**config.mk**
```make
export PLATFORM = sky130hd
export DESIGN_NAME = pressure_channel_conditioner_flat
export DESIGN_NICKNAME = d
export VERILOG_FILES = /design/src/hw/rtl/pcc_pkg.sv /design/src/hw/rtl/pcc_intf.sv /design/src/hw/rtl/pressure_channel_conditioner.sv /design/src/hw/rtl/pcc_cfg_regs.sv /design/src/hw/rtl/pcc_state_mem.sv /design/src/hw/rtl/pcc_div.sv /design/src/flat_wrapper.sv
export VERILOG_INCLUDE_DIRS = /design/src /design/src/hw/rtl
export SDC_FILE = /design/constraint.sdc
export NUM_CORES = 2
export LEC_CHECK = 0
export BUFFER_PORTS_ARGS = -buffer_cell sky130_fd_sc_hd__buf_2
export CAP_MARGIN = 40
export CORE_MARGIN = 5
export CORE_UTILIZATION = 62
export DETAILED_ROUTE_END_ITERATION = 6
export PLACE_DENSITY_LB_ADDON = 0.08
export SYNTH_ARGS = -nofsm -noshare
export SYNTH_HDL_FRONTEND = slang
export SYNTH_SLANG_ARGS = --single-unit
```
**constraint.sdc**
```tcl
create_clock -name clk -period 15.05 [get_ports clk]
set_clock_uncertainty 0.2 [all_clocks]
set_input_delay 3.01 -clock clk [delete_from_list [all_inputs] [get_ports clk]]
set_output_delay 3.01 -clock clk [all_outputs]
set_load 0.02 [all_outputs]
```
**src/hw/rtl/pressure_channel_conditioner_defines.svh**
```systemverilog
// ----------------------------------------------------------------------------
// Pressure channel conditioner assertion macros
// Shared concurrent assertion forms, clocked on clk and disabled in reset.
// ----------------------------------------------------------------------------
`ifndef PRESSURE_CHANNEL_CONDITIONER_DEFINES_SVH
`define PRESSURE_CHANNEL_CONDITIONER_DEFINES_SVH

// Same-cycle implication.
`define PCC_ASSERT_IMPL(name, ante, cons, msg) \
  name: assert property (@(posedge clk) disable iff (rst) (ante) |-> (cons)) \
    else $error(msg);

// Next-cycle implication.
`define PCC_ASSERT_NEXT(name, ante, cons, msg) \
  name: assert property (@(posedge clk) disable iff (rst) (ante) |=> (cons)) \
    else $error(msg);

`endif

```
**src/hw/rtl/pcc_pkg.sv**
```systemverilog
`default_nettype none
// ----------------------------------------------------------------------------
// Pressure channel conditioner package
// Field widths, register codes, reset values, sequencer states and shared
// fixed-point helpers.
// ----------------------------------------------------------------------------
package pcc_pkg;

  localparam int CH_W     = 3;
  localparam int SAMPLE_W = 13;
  localparam int PRES_W   = 11;
  localparam int IDX_W    = 3;
  localparam int DATA_W   = 24;
  localparam int CODE_W   = 13;
  localparam int OUTV_W   = 10;
  localparam int B0_W     = 23;
  localparam int COEF_W   = 24;
  localparam int ST_W     = 40;
  localparam int FRAC     = 22;
  localparam int HALF     = 20;
  localparam int BX_W     = B0_W + SAMPLE_W;
  localparam int MB_W     = HALF + 1;
  localparam int PROD_W   = COEF_W + MB_W;
  localparam int ACC_W    = 64;
  localparam int RND_W    = ACC_W - FRAC;
  localparam int EXT_W    = 44;
  localparam int V_W      = ST_W - FRAC;
  localparam int VD_W     = V_W + 1;
  localparam int DOUT_W   = OUTV_W + 1;
  localparam int NUM_W    = 30;
  localparam int DEN_W    = CODE_W + 1;
  localparam int PSUM_W   = NUM_W + 1;

  localparam logic signed [ACC_W-1:0] RND_HALF   = ACC_W'(64'd1 << (FRAC - 1));
  localparam logic signed [ST_W-1:0]  TRUNC_BIAS = ST_W'((64'd1 << FRAC) - 64'd1);
  localparam logic signed [EXT_W-1:0] SAT_HI     = EXT_W'((64'd1 << (ST_W - 1)) - 64'd1);
  localparam logic signed [EXT_W-1:0] SAT_LO     = -SAT_HI - EXT_W'(1);
  localparam logic signed [PRES_W-1:0] P_MIN     = -11'sd128;
  localparam logic signed [PRES_W-1:0] P_MAX     = 11'sd1023;

  localparam logic [CODE_W-1:0]        RST_LOW_CODE  = 13'd1951;
  localparam logic [CODE_W-1:0]        RST_HIGH_CODE = 13'd8191;
  localparam logic [OUTV_W-1:0]        RST_OUT_LOW   = 10'd0;
  localparam logic [OUTV_W-1:0]        RST_OUT_HIGH  = 10'd833;
  localparam logic [B0_W-1:0]          RST_COEF_B0   = 23'd56036;
  localparam logic signed [COEF_W-1:0] RST_COEF_A1   = -24'sd6909945;
  localparam logic signed [COEF_W-1:0] RST_COEF_A2   = 24'sd2939746;

  typedef enum logic [IDX_W-1:0] {
    REG_LOW_CODE  = 3'd0,
    REG_HIGH_CODE = 3'd1,
    REG_OUT_LOW   = 3'd2,
    REG_OUT_HIGH  = 3'd3,
    REG_COEF_B0   = 3'd4,
    REG_COEF_A1   = 3'd5,
    REG_COEF_A2   = 3'd6
  } reg_idx_t;

  typedef enum logic [3:0] {
    S_IDLE, S_LOAD, S_Y, S_A1L, S_A1H, S_NUM, S_A2L, S_A2H,
    S_ACC2, S_RND2, S_D2, S_WB, S_WAIT, S_OUT
  } state_t;

  typedef struct packed {
    logic [CODE_W-1:0]        low_code;
    logic [CODE_W-1:0]        high_code;
    logic [OUTV_W-1:0]        out_low;
    logic [OUTV_W-1:0]        out_high;
    logic [B0_W-1:0]          coef_b0;
    logic signed [COEF_W-1:0] coef_a1;
    logic signed [COEF_W-1:0] coef_a2;
  } cfg_t;

  typedef struct packed {
    logic signed [ST_W-1:0] d1;
    logic signed [ST_W-1:0] d2;
  } state_rec_t;

  typedef struct packed {
    logic                    start;
    logic signed [NUM_W-1:0] dividend;
    logic signed [DEN_W-1:0] divisor;
  } div_req_t;

  typedef struct packed {
    logic                    busy;
    logic signed [NUM_W-1:0] quotient;
  } div_rsp_t;

  // Saturate a widened sum to the signed 40-bit state range.
  function automatic logic signed [ST_W-1:0] sat40(input logic signed [EXT_W-1:0] v);
    logic signed [ST_W-1:0] r;
    if (v > SAT_HI) begin
      r = SAT_HI[ST_W-1:0];
    end else if (v < SAT_LO) begin
      r = SAT_LO[ST_W-1:0];
    end else begin
      r = v[ST_W-1:0];
    end
    return r;
  endfunction

endpackage
`default_nettype wire

```
**src/hw/rtl/pcc_intf.sv**
```systemverilog
`default_nettype none
// ----------------------------------------------------------------------------
// Pressure channel conditioner channels
// Valid/ready channels for samples, results and register writes.
// ----------------------------------------------------------------------------
interface pcc_in_if;
  import pcc_pkg::*;
  logic                valid;
  logic                ready;
  logic [CH_W-1:0]     channel;
  logic [SAMPLE_W-1:0] sample;
  modport source (output valid, channel, sample, input ready);
  modport sink   (input valid, channel, sample, output ready);
endinterface

interface pcc_out_if;
  import pcc_pkg::*;
  logic                     valid;
  logic                     ready;
  logic [CH_W-1:0]          out_channel;
  logic signed [PRES_W-1:0] pressure;
  modport source (output valid, out_channel, pressure, input ready);
  modport sink   (input valid, out_channel, pressure, output ready);
endinterface

interface pcc_cfg_if;
  import pcc_pkg::*;
  logic              valid;
  logic              ready;
  logic [IDX_W-1:0]  index;
  logic [DATA_W-1:0] data;
  modport source (output valid, index, data, input ready);
  modport sink   (input valid, index, data, output ready);
endinterface
`default_nettype wire

```
**src/hw/rtl/pressure_channel_conditioner.sv**
```systemverilog
// An accepted item steps through S_LOAD to S_WB, waits in S_WAIT for the divider
// and reaches the output register from S_OUT; a channel number beyond the channel
// count goes straight to S_WAIT. A new item is taken only in S_IDLE, once the last
// has left S_OUT; the shared 24x21 multiplier and radix-4 divider set the pace.
// Reset clears every channel's filter state at once through per-entry valid bits,
// loads the register defaults and empties the output register.
`default_nettype none
// ----------------------------------------------------------------------------
// Pressure channel conditioner
// Clamps a sample to the code window, filters it through the channel's biquad
// and maps the result onto the pressure range.
// ----------------------------------------------------------------------------
`include "pressure_channel_conditioner_defines.svh"
module pressure_channel_conditioner #(
  parameter int CHANNELS    = 8,
  parameter int SAMPLE_BITS = 13
) (
  input  logic      clk,
  input  logic      rst,
  pcc_cfg_if.sink   cfg,
  pcc_in_if.sink    samples,
  pcc_out_if.source results
);
  import pcc_pkg::*;

  localparam int AW = (CHANNELS > 1) ? $clog2(CHANNELS) : 1;
  localparam int XB = (SAMPLE_BITS < SAMPLE_W) ? SAMPLE_BITS : SAMPLE_W;
  localparam logic [SAMPLE_W-1:0] SAMPLE_MASK = SAMPLE_W'((32'd1 << XB) - 32'd1);

  cfg_t       cr;
  state_t     state;
  state_t     state_next;
  state_rec_t rd_data;
  div_req_t   div_req;
  div_rsp_t   div_rsp;

  logic                     accept;
  logic                     oor_in;
  logic [SAMPLE_W-1:0]      x_in;
  logic                     mem_re;
  logic                     mem_we;

  logic [CH_W-1:0]          ch;
  logic                     oor;
  logic [SAMPLE_W-1:0]      xs;
  logic [BX_W-1:0]          bx;
  logic signed [ST_W-1:0]   y;
  logic signed [ACC_W-1:0]  acc;
  logic signed [RND_W-1:0]  r1;
  logic signed [RND_W-1:0]  r2;
  logic signed [ST_W-1:0]   d1n;
  logic signed [ST_W-1:0]   d2n;
  logic signed [VD_W-1:0]   vd;
  logic signed [NUM_W-1:0]  num;
  logic signed [PROD_W-1:0] pq;
  logic signed [PRES_W-1:0] pres;
  logic                     res_valid;
  logic [CH_W-1:0]          res_channel;
  logic signed [PRES_W-1:0] res_pressure;

  logic signed [COEF_W-1:0] mul_a;
  logic signed [MB_W-1:0]   mul_b;
  logic signed [PROD_W-1:0] prod;
  logic signed [ACC_W-1:0]  pq_ext;
  logic signed [ACC_W-1:0]  rnd_sum;
  logic signed [ST_W-1:0]   y_adj;
  logic signed [V_W-1:0]    v;
  logic signed [DOUT_W-1:0] dout;
  logic signed [DEN_W-1:0]  den;
  logic signed [PSUM_W-1:0] psum;
  logic signed [PRES_W-1:0] p_final;
  logic signed [EXT_W-1:0]  s_y;
  logic signed [EXT_W-1:0]  s_d1;
  logic signed [EXT_W-1:0]  s_d2;

  pcc_cfg_regs u_cfg (
    .clk  (clk),
    .rst  (rst),
    .cfg  (cfg),
    .regs (cr)
  );

  pcc_state_mem #(
    .CHANNELS (CHANNELS),
    .AW       (AW)
  ) u_mem (
    .clk     (clk),
    .rst     (rst),
    .rd_en   (mem_re),
    .rd_addr (AW'(samples.channel)),
    .rd_data (rd_data),
    .wr_en   (mem_we),
    .wr_addr (AW'(ch)),
    .wr_data ({d1n, d2n})
  );

  pcc_div u_div (
    .clk (clk),
    .rst (rst),
    .req (div_req),
    .rsp (div_rsp)
  );

  assign samples.ready = (state == S_IDLE);
  assign accept        = samples.valid && samples.ready;
  assign oor_in        = ({{(32 - CH_W){1'b0}}, samples.channel} >= 32'(CHANNELS));
  assign x_in          = samples.sample & SAMPLE_MASK;
  assign mem_re        = accept && !oor_in;
  assign mem_we        = (state == S_WB);

  assign den              = $signed({1'b0, cr.high_code}) - $signed({1'b0, cr.low_code});
  assign dout             = $signed({1'b0, cr.out_high}) - $signed({1'b0, cr.out_low});
  assign div_req.start    = (state == S_A2H) && (cr.high_code != cr.low_code);
  assign div_req.dividend = num;
  assign div_req.divisor  = den;

  always_comb begin
    mul_a = '0;
    mul_b = '0;
    case (state)
      S_LOAD: begin
        mul_a = $signed({1'b0, cr.coef_b0});
        mul_b = $signed(MB_W'(xs));
      end
      S_A1L: begin
        mul_a = cr.coef_a1;
        mul_b = $signed({1'b0, y[HALF-1:0]});
      end
      S_A1H: begin
        mul_a = cr.coef_a1;
        mul_b = $signed({y[ST_W-1], y[ST_W-1:HALF]});
      end
      S_NUM: begin
        mul_a = COEF_W'(dout);
        mul_b = MB_W'(vd);
      end
      S_A2L: begin
        mul_a = cr.coef_a2;
        mul_b = $signed({1'b0, y[HALF-1:0]});
      end
      S_A2H: begin
        mul_a = cr.coef_a2;
        mul_b = $signed({y[ST_W-1], y[ST_W-1:HALF]});
      end
      default: begin
      end
    endcase
  end

  assign prod    = mul_a * mul_b;
  assign pq_ext  = ACC_W'(pq);
  assign rnd_sum = acc + RND_HALF;
  assign y_adj   = y + (y[ST_W-1] ? TRUNC_BIAS : '0);
  assign v       = y_adj[ST_W-1:FRAC];
  assign s_y     = EXT_W'($signed({1'b0, pq[BX_W-1:0]})) + EXT_W'(rd_data.d1);
  assign s_d1    = EXT_W'($signed({1'b0, bx, 1'b0})) + EXT_W'(rd_data.d2) - EXT_W'(r1);
  assign s_d2    = EXT_W'($signed({1'b0, bx})) - EXT_W'(r2);
  assign psum    = PSUM_W'(div_rsp.quotient) + $signed({{(PSUM_W - OUTV_W){1'b0}}, cr.out_low});

  always_comb begin
    if (oor) begin
      p_final = '0;
    end else if (cr.high_code == cr.low_code) begin
      p_final = $signed({1'b0, cr.out_low});
    end else if (psum < PSUM_W'(P_MIN)) begin
      p_final = P_MIN;
    end else if (psum > PSUM_W'(P_MAX)) begin
      p_final = P_MAX;
    end else begin
      p_final = psum[PRES_W-1:0];
    end
  end

  always_ff @(posedge clk) begin
    if (rst) begin
      state <= S_IDLE;
    end else begin
      state <= state_next;
    end
  end

  always_comb begin
    state_next = state;
    unique case (state)
      S_IDLE: begin
        if (accept) begin
          state_next = oor_in ? S_WAIT : S_LOAD;
        end
      end
      S_LOAD: state_next = S_Y;
      S_Y:    state_next = S_A1L;
      S_A1L:  state_next = S_A1H;
      S_A1H:  state_next = S_NUM;
      S_NUM:  state_next = S_A2L;
      S_A2L:  state_next = S_A2H;
      S_A2H:  state_next = S_ACC2;
      S_ACC2: state_next = S_RND2;
      S_RND2: state_next = S_D2;
      S_D2:   state_next = S_WB;
      S_WB:   state_next = S_WAIT;
      S_WAIT: begin
        if (!div_rsp.busy) begin
          state_next = S_OUT;
        end
      end
      S_OUT: begin
        if (!res_valid || results.ready) begin
          state_next = S_IDLE;
        end
      end
      default: state_next = S_IDLE;
    endcase
  end

  always_ff @(posedge clk) begin
    pq <= prod;
    case (state)
      S_IDLE: begin
        if (accept) begin
          ch  <= samples.channel;
          oor <= oor_in;
          if (x_in < cr.low_code) begin
            xs <= cr.low_code;
          end else if (x_in > cr.high_code) begin
            xs <= cr.high_code;
          end else begin
            xs <= x_in;
          end
        end
      end
      S_Y: begin
        bx <= pq[BX_W-1:0];
        y  <= sat40(s_y);
      end
      S_A1L: vd <= VD_W'(v) - $signed({{(VD_W - CODE_W){1'b0}}, cr.low_code});
      S_A1H: acc <= pq_ext;
      S_NUM: acc <= acc + (pq_ext <<< HALF);
      S_A2L: begin
        num <= pq[NUM_W-1:0];
        r1  <= rnd_sum[ACC_W-1:FRAC];
      end
      S_A2H: begin
        acc <= pq_ext;
        d1n <= sat40(s_d1);
      end
      S_ACC2: acc <= acc + (pq_ext <<< HALF);
      S_RND2: r2 <= rnd_sum[ACC_W-1:FRAC];
      S_D2:   d2n <= sat40(s_d2);
      S_WAIT: pres <= p_final;
      default: begin
      end
    endcase
  end

  always_ff @(posedge clk) begin
    if (rst) begin
      res_valid <= 1'b0;
    end else if (state == S_OUT && (!res_valid || results.ready)) begin
      res_valid <= 1'b1;
    end else if (results.ready) begin
      res_valid <= 1'b0;
    end
  end

  always_ff @(posedge clk) begin
    if (state == S_OUT && (!res_valid || results.ready)) begin
      res_channel  <= ch;
      res_pressure <= pres;
    end
  end

  assign results.valid       = res_valid;
  assign results.out_channel = res_channel;
  assign results.pressure    = res_pressure;

  `PCC_ASSERT_IMPL(a_mem_no_overlap, mem_re, !mem_we, "State read and write collided.")
  `PCC_ASSERT_IMPL(a_oor_no_write, state != S_IDLE && oor, !mem_we,
    "Out-of-range channel wrote filter state.")
  `PCC_ASSERT_IMPL(a_pressure_floor, res_valid, res_pressure >= P_MIN,
    "Pressure below saturation floor.")

endmodule
`default_nettype wire

```
**src/hw/rtl/pcc_cfg_regs.sv**
```systemverilog
`default_nettype none
// ----------------------------------------------------------------------------
// Pressure channel conditioner register bank
// Holds the code window, output range and filter coefficients.
// ----------------------------------------------------------------------------
module pcc_cfg_regs (
  input  logic          clk,
  input  logic          rst,
  pcc_cfg_if.sink       cfg,
  output pcc_pkg::cfg_t regs
);
  import pcc_pkg::*;

  assign cfg.ready = 1'b1;

  always_ff @(posedge clk) begin
    if (rst) begin
      regs.low_code  <= RST_LOW_CODE;
      regs.high_code <= RST_HIGH_CODE;
      regs.out_low   <= RST_OUT_LOW;
      regs.out_high  <= RST_OUT_HIGH;
      regs.coef_b0   <= RST_COEF_B0;
      regs.coef_a1   <= RST_COEF_A1;
      regs.coef_a2   <= RST_COEF_A2;
    end else if (cfg.valid && cfg.ready) begin
      unique case (reg_idx_t'(cfg.index))
        REG_LOW_CODE:  regs.low_code  <= cfg.data[CODE_W-1:0];
        REG_HIGH_CODE: regs.high_code <= cfg.data[CODE_W-1:0];
        REG_OUT_LOW:   regs.out_low   <= cfg.data[OUTV_W-1:0];
        REG_OUT_HIGH:  regs.out_high  <= cfg.data[OUTV_W-1:0];
        REG_COEF_B0:   regs.coef_b0   <= cfg.data[B0_W-1:0];
        REG_COEF_A1:   regs.coef_a1   <= $signed(cfg.data[COEF_W-1:0]);
        REG_COEF_A2:   regs.coef_a2   <= $signed(cfg.data[COEF_W-1:0]);
        default: begin
        end
      endcase
    end
  end

endmodule
`default_nettype wire

```
**src/hw/rtl/pcc_state_mem.sv**
```systemverilog
`default_nettype none
// ----------------------------------------------------------------------------
// Pressure channel conditioner state memory
// Per-channel biquad delay pair with registered read. Entries not written since
// reset read as zero.
// ----------------------------------------------------------------------------
module pcc_state_mem #(
  parameter int CHANNELS = 8,
  parameter int AW       = 3
) (
  input  logic                clk,
  input  logic                rst,
  input  logic                rd_en,
  input  logic [AW-1:0]       rd_addr,
  output pcc_pkg::state_rec_t rd_data,
  input  logic                wr_en,
  input  logic [AW-1:0]       wr_addr,
  input  pcc_pkg::state_rec_t wr_data
);
  import pcc_pkg::*;

  state_rec_t           mem [CHANNELS];
  state_rec_t           rd_q;
  logic                 rd_valid;
  logic [CHANNELS-1:0]  valid;

  always_ff @(posedge clk) begin
    if (wr_en) begin
      mem[wr_addr] <= wr_data;
    end
    if (rd_en) begin
      rd_q <= mem[rd_addr];
    end
  end

  always_ff @(posedge clk) begin
    if (rst) begin
      valid    <= '0;
      rd_valid <= 1'b0;
    end else begin
      if (wr_en) begin
        valid[wr_addr] <= 1'b1;
      end
      if (rd_en) begin
        rd_valid <= valid[rd_addr];
      end
    end
  end

  assign rd_data = rd_valid ? rd_q : '0;

endmodule
`default_nettype wire

```
**src/hw/rtl/pcc_div.sv**
```systemverilog
`default_nettype none
// ----------------------------------------------------------------------------
// Pressure channel conditioner divider
// Signed division truncating toward zero, radix-4 restoring on magnitudes.
// ----------------------------------------------------------------------------
`include "pressure_channel_conditioner_defines.svh"
module pcc_div (
  input  logic              clk,
  input  logic              rst,
  input  pcc_pkg::div_req_t req,
  output pcc_pkg::div_rsp_t rsp
);
  import pcc_pkg::*;

  localparam int STEPS = NUM_W / 2;
  localparam int CNT_W = $clog2(STEPS);

  logic             busy;
  logic [CNT_W-1:0] cnt;
  logic             neg;
  logic [DEN_W-1:0] dvs;
  logic [DEN_W-1:0] rem;
  logic [DEN_W-1:0] rem_next;
  logic [NUM_W-1:0] quo;
  logic [NUM_W-1:0] quo_next;
  logic [DEN_W:0]   trial;

  always_comb begin
    rem_next = rem;
    quo_next = quo;
    trial    = '0;
    for (int i = 0; i < 2; i++) begin
      trial    = {rem_next, quo_next[NUM_W-1]};
      quo_next = {quo_next[NUM_W-2:0], 1'b0};
      if (trial >= {1'b0, dvs}) begin
        trial       = trial - {1'b0, dvs};
        quo_next[0] = 1'b1;
      end
      rem_next = trial[DEN_W-1:0];
    end
  end

  always_ff @(posedge clk) begin
    if (rst) begin
      busy <= 1'b0;
      cnt  <= '0;
    end else if (req.start) begin
      busy <= 1'b1;
      cnt  <= '0;
    end else if (busy) begin
      cnt <= cnt + CNT_W'(1);
      if (cnt == CNT_W'(STEPS - 1)) begin
        busy <= 1'b0;
      end
    end
  end

  always_ff @(posedge clk) begin
    if (req.start) begin
      neg <= req.dividend[NUM_W-1] ^ req.divisor[DEN_W-1];
      quo <= req.dividend[NUM_W-1] ? NUM_W'(-req.dividend) : NUM_W'(req.dividend);
      dvs <= req.divisor[DEN_W-1] ? DEN_W'(-req.divisor) : DEN_W'(req.divisor);
      rem <= '0;
    end else if (busy) begin
      quo <= quo_next;
      rem <= rem_next;
    end
  end

  assign rsp.busy     = busy;
  assign rsp.quotient = neg ? -$signed(quo) : $signed(quo);

  `PCC_ASSERT_IMPL(a_div_no_restart, req.start, !busy, "Divider started while busy.")
  `PCC_ASSERT_IMPL(a_div_rem_bound, busy, rem < dvs, "Partial remainder reached divisor.")
  `PCC_ASSERT_NEXT(a_div_launch, req.start, busy && rem == '0, "Divider failed to launch.")

endmodule
`default_nettype wire
```
**src/flat_wrapper.sv**
```systemverilog
// flat-port wrapper written by rule: the top's interface ports become plain ports
module pressure_channel_conditioner_flat import pcc_pkg::*;
#(
  parameter int CHANNELS    = 8,
  parameter int SAMPLE_BITS = 13
)
  (clk, rst, cfg_valid, cfg_index, cfg_data, cfg_ready, samples_valid, samples_channel, samples_sample, samples_ready, results_valid, results_out_channel, results_pressure, results_ready);
  pcc_cfg_if cfg_i ();
  pcc_in_if samples_i ();
  pcc_out_if results_i ();
  input  logic clk;
  input  logic rst;
  input wire logic [$bits(cfg_i.valid)-1:0] cfg_valid;
  input wire logic [$bits(cfg_i.index)-1:0] cfg_index;
  input wire logic [$bits(cfg_i.data)-1:0] cfg_data;
  output wire logic [$bits(cfg_i.ready)-1:0] cfg_ready;
  input wire logic [$bits(samples_i.valid)-1:0] samples_valid;
  input wire logic [$bits(samples_i.channel)-1:0] samples_channel;
  input wire logic [$bits(samples_i.sample)-1:0] samples_sample;
  output wire logic [$bits(samples_i.ready)-1:0] samples_ready;
  output wire logic [$bits(results_i.valid)-1:0] results_valid;
  output wire logic [$bits(results_i.out_channel)-1:0] results_out_channel;
  output wire logic [$bits(results_i.pressure)-1:0] results_pressure;
  input wire logic [$bits(results_i.ready)-1:0] results_ready;
  assign cfg_i.valid = cfg_valid;
  assign cfg_i.index = cfg_index;
  assign cfg_i.data = cfg_data;
  assign cfg_ready = cfg_i.ready;
  assign samples_i.valid = samples_valid;
  assign samples_i.channel = samples_channel;
  assign samples_i.sample = samples_sample;
  assign samples_ready = samples_i.ready;
  assign results_valid = results_i.valid;
  assign results_out_channel = results_i.out_channel;
  assign results_pressure = results_i.pressure;
  assign results_i.ready = results_ready;
  pressure_channel_conditioner #(.CHANNELS(CHANNELS), .SAMPLE_BITS(SAMPLE_BITS)) u_core (.clk(clk), .rst(rst), .cfg(cfg_i), .samples(samples_i), .results(results_i));
endmodule
```
### Yosys cells after proc, flatten, opt, wreduce, memory -nomap -nowiden

Memory sizes are Yosys's and may differ from the RTL's. A register that Yosys moved wholly into a read port is not among the register bits.
Cells that the tools add are included.

* register bits after elaboration: 634
* memory bits (writable): 640
* output and inout port bits: 17
* word-level logic and storage cells: 158
* memories: 1

* add/subtract/negate cells: 17
* multipliers: 1
* order comparisons: 15
* equality and inequality tests: 25
* mux-type cells: 37
* bitwise logic cells: 2
* reduce and logical (&&, ||, !) cells: 26

Memories
* u_core.u_mem.mem: words 8, bits a word 80, read ports 1, clocked after memory_dff 1, write ports 1, RTL line pcc_state_mem.sv:22 `state_rec_t mem [CHANNELS];`

Operators with widths (count)
* 44-bit by 40-bit greater-than comparator with 1-bit output (second input constant): 3
* 44-bit by 40-bit less-than comparator with 1-bit output (second input constant): 3
* 64-bit case mux with 2 select lines: 1
* 30-bit two-way mux: 4
* 40-bit two-way mux: 3
* 24-bit case mux with 4 select lines: 1
* 21-bit case mux with 4 select lines: 1
* 80-bit two-way mux: 1
* 64-bit by 23-bit adder with 64-bit output (second input constant): 1
* 64-bit adder: 1
* 30-bit negation: 2
* 4-bit case mux with 14 select lines: 1
* 24-bit by 21-bit multiplier with 45-bit output: 1
* 37-bit by 42-bit subtractor with 43-bit output: 1
* 41-bit by 42-bit subtractor with 43-bit output: 1
* 37-bit by 40-bit adder with 41-bit output: 1
* 38-bit by 40-bit adder with 41-bit output: 1
* 40-bit by 22-bit adder with 40-bit output: 1
* 13-bit two-way mux: 3
* 30-bit by 11-bit adder with 31-bit output: 1
* 31-bit by 11-bit greater-than comparator with 1-bit output (second input constant): 1
* 31-bit by 8-bit less-than comparator with 1-bit output (second input constant): 1
* 15-bit by 14-bit greater-or-equal comparator with 1-bit output: 2
* 4-bit equality test (second input constant): 7
* 39 further kinds: 80

### Logic depth before layout (Yosys ltp)

* word-level depth: 7
* mapped depth: 42
* gate-level depth less buffers: 40

### Modules after synthesis

Synthesis repeated with hierarchy kept, for this count alone.

* cell total of the unflattened synthesis: 7353
* area total of the unflattened synthesis: 86081.3 um^2

Modules (own cells, without submodules)
* pressure_channel_conditioner: instances 1, cells each 5146, area each 47879.7 um^2, seq. area each 12231.7 um^2
* pcc_state_mem: instances 1, cells each 1133, area each 27976.8 um^2, seq. area each 21800.9 um^2
* pcc_div: instances 1, cells each 633, area each 5615.4 um^2, seq. area each 1731.7 um^2
* pcc_cfg_regs: instances 1, cells each 441, area each 4609.4 um^2, seq. area each 2342.2 um^2

### Least setup slack after synthesis

Ideal clock, no wire load.

* path type: reg-to-reg
* from: register u_core.state[1]
* to: register u_core.pq[44]
* data arrival time: 11.346 ns
* required time: 14.729 ns
* path slack: 3.383 ns
* cell stages (with the launch flop): 30
* path buffers: 2
* clock period less this slack: 11.667 ns
* cell sequence: dfxtp_1 -> nand2b_1 -> nor2_1 -> or2_2 -> clkbuf_1 -> a22oi_1 -> nand2_1 -> clkbuf_1 -> nand2_1 -> fa_1 -> fa_1 -> fa_1 -> fa_1 -> inv_1 -> fa_1 -> fa_1 -> inv_1 -> fa_1 -> inv_1 -> ha_1 -> nand3_1 -> or2_2 -> nor3_1 -> and4_1 -> a311o_1 -> a21oi_1 -> or2_2 -> or4_1 -> a31o_2 -> xnor2_1

* word-level cells in the longest chain between the ends: 4
* elaborated cells on any way between the ends: 13

RTL lines
* from (decl): RTL line pressure_channel_conditioner.sv:31 `state_t state;`
* from (signal assigned): RTL line pressure_channel_conditioner.sv:178 `state <= state_next;`
* 4-bit by 3-bit equality test with 1-bit output / 4-bit by 2-bit equality test with 1-bit output (equally long branches): RTL line pressure_channel_conditioner.sv:120 `case (state)`
* 2-bit OR reduction (no source line)
* 24-bit case mux with 4 select lines / 21-bit case mux with 4 select lines (equally long branches): RTL line pressure_channel_conditioner.sv:120
* 24-bit by 21-bit multiplier with 45-bit output *: RTL line pressure_channel_conditioner.sv:150 `assign prod = mul_a * mul_b;`
* via u_core.prod[44]: RTL line pressure_channel_conditioner.sv:63 `logic signed [PROD_W-1:0] prod;`
* to (signal assigned): RTL line pressure_channel_conditioner.sv:216 `pq <= prod;`
* to (decl): RTL line pressure_channel_conditioner.sv:55 `logic signed [PROD_W-1:0] pq;`

Mark *: on every way through the listed nets, which the timed path passes. The rest lies on a longest branch.
A chain may end at the register's enable or synchronous reset.

### Worst setup path in the final report

* from: register u_core.u_cfg.regs[71] (netlist bit)
* to: register u_core.pq[44]

* word-level cells in the longest chain between the ends: 3

RTL lines
* from (decl): RTL line pcc_cfg_regs.sv:10 `output pcc_pkg::cfg_t regs`
* 10-bit by 10-bit subtractor with 11-bit output: RTL line pressure_channel_conditioner.sv:112 `assign dout = $signed({1'b0, cr.out_high}) - $signed({1'b0, cr.out_low});`
* 24-bit case mux with 4 select lines: RTL line pressure_channel_conditioner.sv:120
* 24-bit by 21-bit multiplier with 45-bit output: RTL line pressure_channel_conditioner.sv:150
* via u_core.prod[44]: RTL line pressure_channel_conditioner.sv:63

The timed path passes the listed nets, and every way through them passes these cells.

==> reports/qor.txt <==
Num CTS Buffers: 141
Final Wtd Congestion: 0.961
Syn Inst Count: 7,292
Total Wirelength: 221 mm
Power Dens Cells: 110 nW/um2
Vias in the first global route: 57,200
Most used flip-flop cell after synthesis: edfxtp_1
Max clock buf depth: 3
# setup viols final: 0
Setup crit end kind: register
First-pass GRT wire length: 341 mm
Vias per cell: 6.15
Clock-pin slew on the worst setup and hold paths: 60 ps
Final Instance Area: 91,400 um2
Crit path top cell by count: fa_1
CP max stage cell: nand2_1
Fin nets: 8,342
Die area: 143,000 um2
DP HPWL: 158 mm
CP Class: reg -> reg
Register area: 38,100 um2
Post-CTS setup buffer count: 0
Hold-fix buffers, CTS: 0
Post-cts sizing count: 0
RSZ-0062 raised after global routing: no
Peak Freq: 0.0898 GHz
Worst Path Arrival: 11,570 ps
Post-Synth XOR/XNOR Area: 3.89%
Static Leakage: 37.2 nW
Total gr overflow: 0
Initial core utilization: 62.2%
Overall routing resource usage: 31.4%
Crit start category: register
CTS tree: yes
Final period utilization: 74.0%
Worst path max stage delay: 700 ps
Top post-synthesis cells by area: edfxtp_1 (41%), fa_1 (13%), ha_1 (6.0%), dfxtp_1 (4.7%), mux4_2 (4.3%)
CP max FO: 28
Synth Area in Compound Gates: 9.52%
I/O Pins: 65
Combinational family with the most area after synthesis: adder cells
Mapped Nets: 8,307
Initial DRC count: 5,477
Distinct cells, synth: 105
Core ar.: 135,000 um2
R2r setup slk: 3910 ps
Initial antenna violation count: 4
Routed vias: 56,700
Crit path required time: 15,480 ps
Post-synthesis adder-cell area fraction: 19.5%
H-Tree Depth: 4
Synthesized cell area: 83,900 um2
Final TNS setup: 0 ps
Multi-input gate area: 41,500 um2
Worst Max-Slew Pin Slew: 965 ps
Root Buffer: clkbuf_16
# DRC: 0
Clock latency at the later pin of the worst-skew pair: 800 ps
FFs w/ async S/R, synth: 0%
Synth-to-Final Area Change: 8.92%
Post-synth EDFFs: 1,139
Slew headroom: 34.9%
Antenna-violating nets left: 0
Largest net degree at the start of global routing: 79
Die W: 378 um
Crit path time final: 11,140 ps
Final hold viol count: 0
Average size of a mapped cell: 11.5 um2
Cell Rows: 135
Simple-gate share of the synthesized area: 10.4%
Total power: 0.0100 W
CTS Sinks: 1,334
WL per Instance: 24.0 um
Peak supply drop: 0.126 mV
Maxcap violations: 0
First drt pass iteration count: 5
Worst hold slack: 252 ps
Buffers on Ports: 63
Final Max Slew Viols: 0
Top-area cell type share of the netlist area: 40.8%
Share of cells above drive strength 1: 9.71%
Fill cell count: 9,999
Outcome: finished, final reports clean
Worst hold-check path type: reg -> reg
Synth warnings: 0
Area post-placement: 86,700 um2
Mux contribution to synthesized area: 5.96%
Seq cells post-synth: 1,334
Die height: 378 um
Synth area leader: edfxtp_1
Seq/Total Area, Yosys: 45.4%
==> per-stage QoR <==
step,util (%),cells,setup WS [ps]
6_report,67.7,9218,3910
2_1_floorplan,-,7292,3380
3_5_place_dp,64.3,8965,4150
4_1_cts,67.7,9216,4020
5_1_grt,67.7,9218,3280
3_3_place_gp,63.9,8938,4210
==> layer usage <==
layer / wire (um) / global-route usage, %
met2: 106000 / 51.3
met3: 17500 / 5.59
met5: 13 / 0
met1: 90500 / 43.2
met4: 7740 / 10.6
==> layout by cell type (no fill, tap or decap), drive strengths merged, types with 44 or more instances in the layout <==
master,instances
nor3,68
mux4,162
a21o,148
and3,49
and2,80
clkbuf,168
nand4,48
mux2,91
a21oi,348
xnor2,222
nand2,917
o31ai,44
ha,405
nand2b,48
fa,562
inv,913
edfxtp,1139
dfxtp,195
xor2,148
nor2,403
buf,172
clkinv,55
o21ai,323
nand3,106
==> final cells by class <==
type	count	area share [%]
Antenna cell	2	0.00548
Timing Repair Buffer	172	1.62
Clock buffer	168	4.04
Clock inverter	83	1.07
Inverter	903	3.71
Multi-Input combinational cell	4775	45.4
Tap cell	1781	2.44
Sequential cell	1334	41.7
==> where the power goes <==
part	leakage, nW	total, W	internal (W)	switching (W)
Combinational	23.0	0.00216	0.000844	0.00132
Clock	2.25	0.00351	0.00199	0.00152
Sequential	11.9	0.00434	0.00415	0.000187
==> final timing paths <==
check | startpoint | endpoint | cells past startpoint
setup reg to reg | u_core.u_cfg.regs[71] | u_core.pq[44] | 35
setup / recovery | u_core.u_cfg.regs[71] | u_core.pq[44] | 35
hold reg to reg | u_core.pres[4] | u_core.results.pressure[4] | 0
hold / removal | u_core.pres[4] | u_core.results.pressure[4] | 0
==> state kept, by name (all words and copies together) (netlist names), 36 cells and up <==
signal / count
u_core.u_mem.rd_q: 80
u_core.d2n: 40
u_core.d1n: 40
u_core.y: 40
u_core.pq: 45
u_core.acc: 44
u_core.u_cfg.regs: 117
u_core.r2: 42
u_core.r1: 42
u_core.u_mem.mem: 640
u_core.bx: 36
==> critical path, delay by kind of cell (launching register included) <==
family | cells | cell delay, ps
adders and majority gates | 10 | 4550
DFF | 1 | 320
and+or+nand+nor | 10 | 3570
buffers and inverters | 4 | 210
xor gates and xnor gates | 1 | 110
AOI/OAI and AO/OA | 10 | 2020
==> Yosys cell counts (all sizes together), types with 91 or more instances <==
cell,n
nand2,917
nor2,403
xor2,148
edfxtp,1139
nand3,106
inv,903
fa,562
a21oi,348
mux4,162
o21ai,323
xnor2,222
ha,405
dfxtp,195
clkbuf,254
mux2,91
a21o,148
==> kinds of logic (layout without fill, tap and decap cells) <==
logic type / count (synthesis) / in the layout
AND/OR/NAND/NOR: 1916 / 1916
adder cells (fa/ha/maj): 970 / 970
AO/OA/AOI/OAI: 1232 / 1232
multiplexers: 286 / 286
buffers and inverters: 1183 / 1326
other: 1 / 3
XOR/XNOR: 370 / 370
flip-flops: 1334 / 1334
Power figures use the tool's default switching activity.
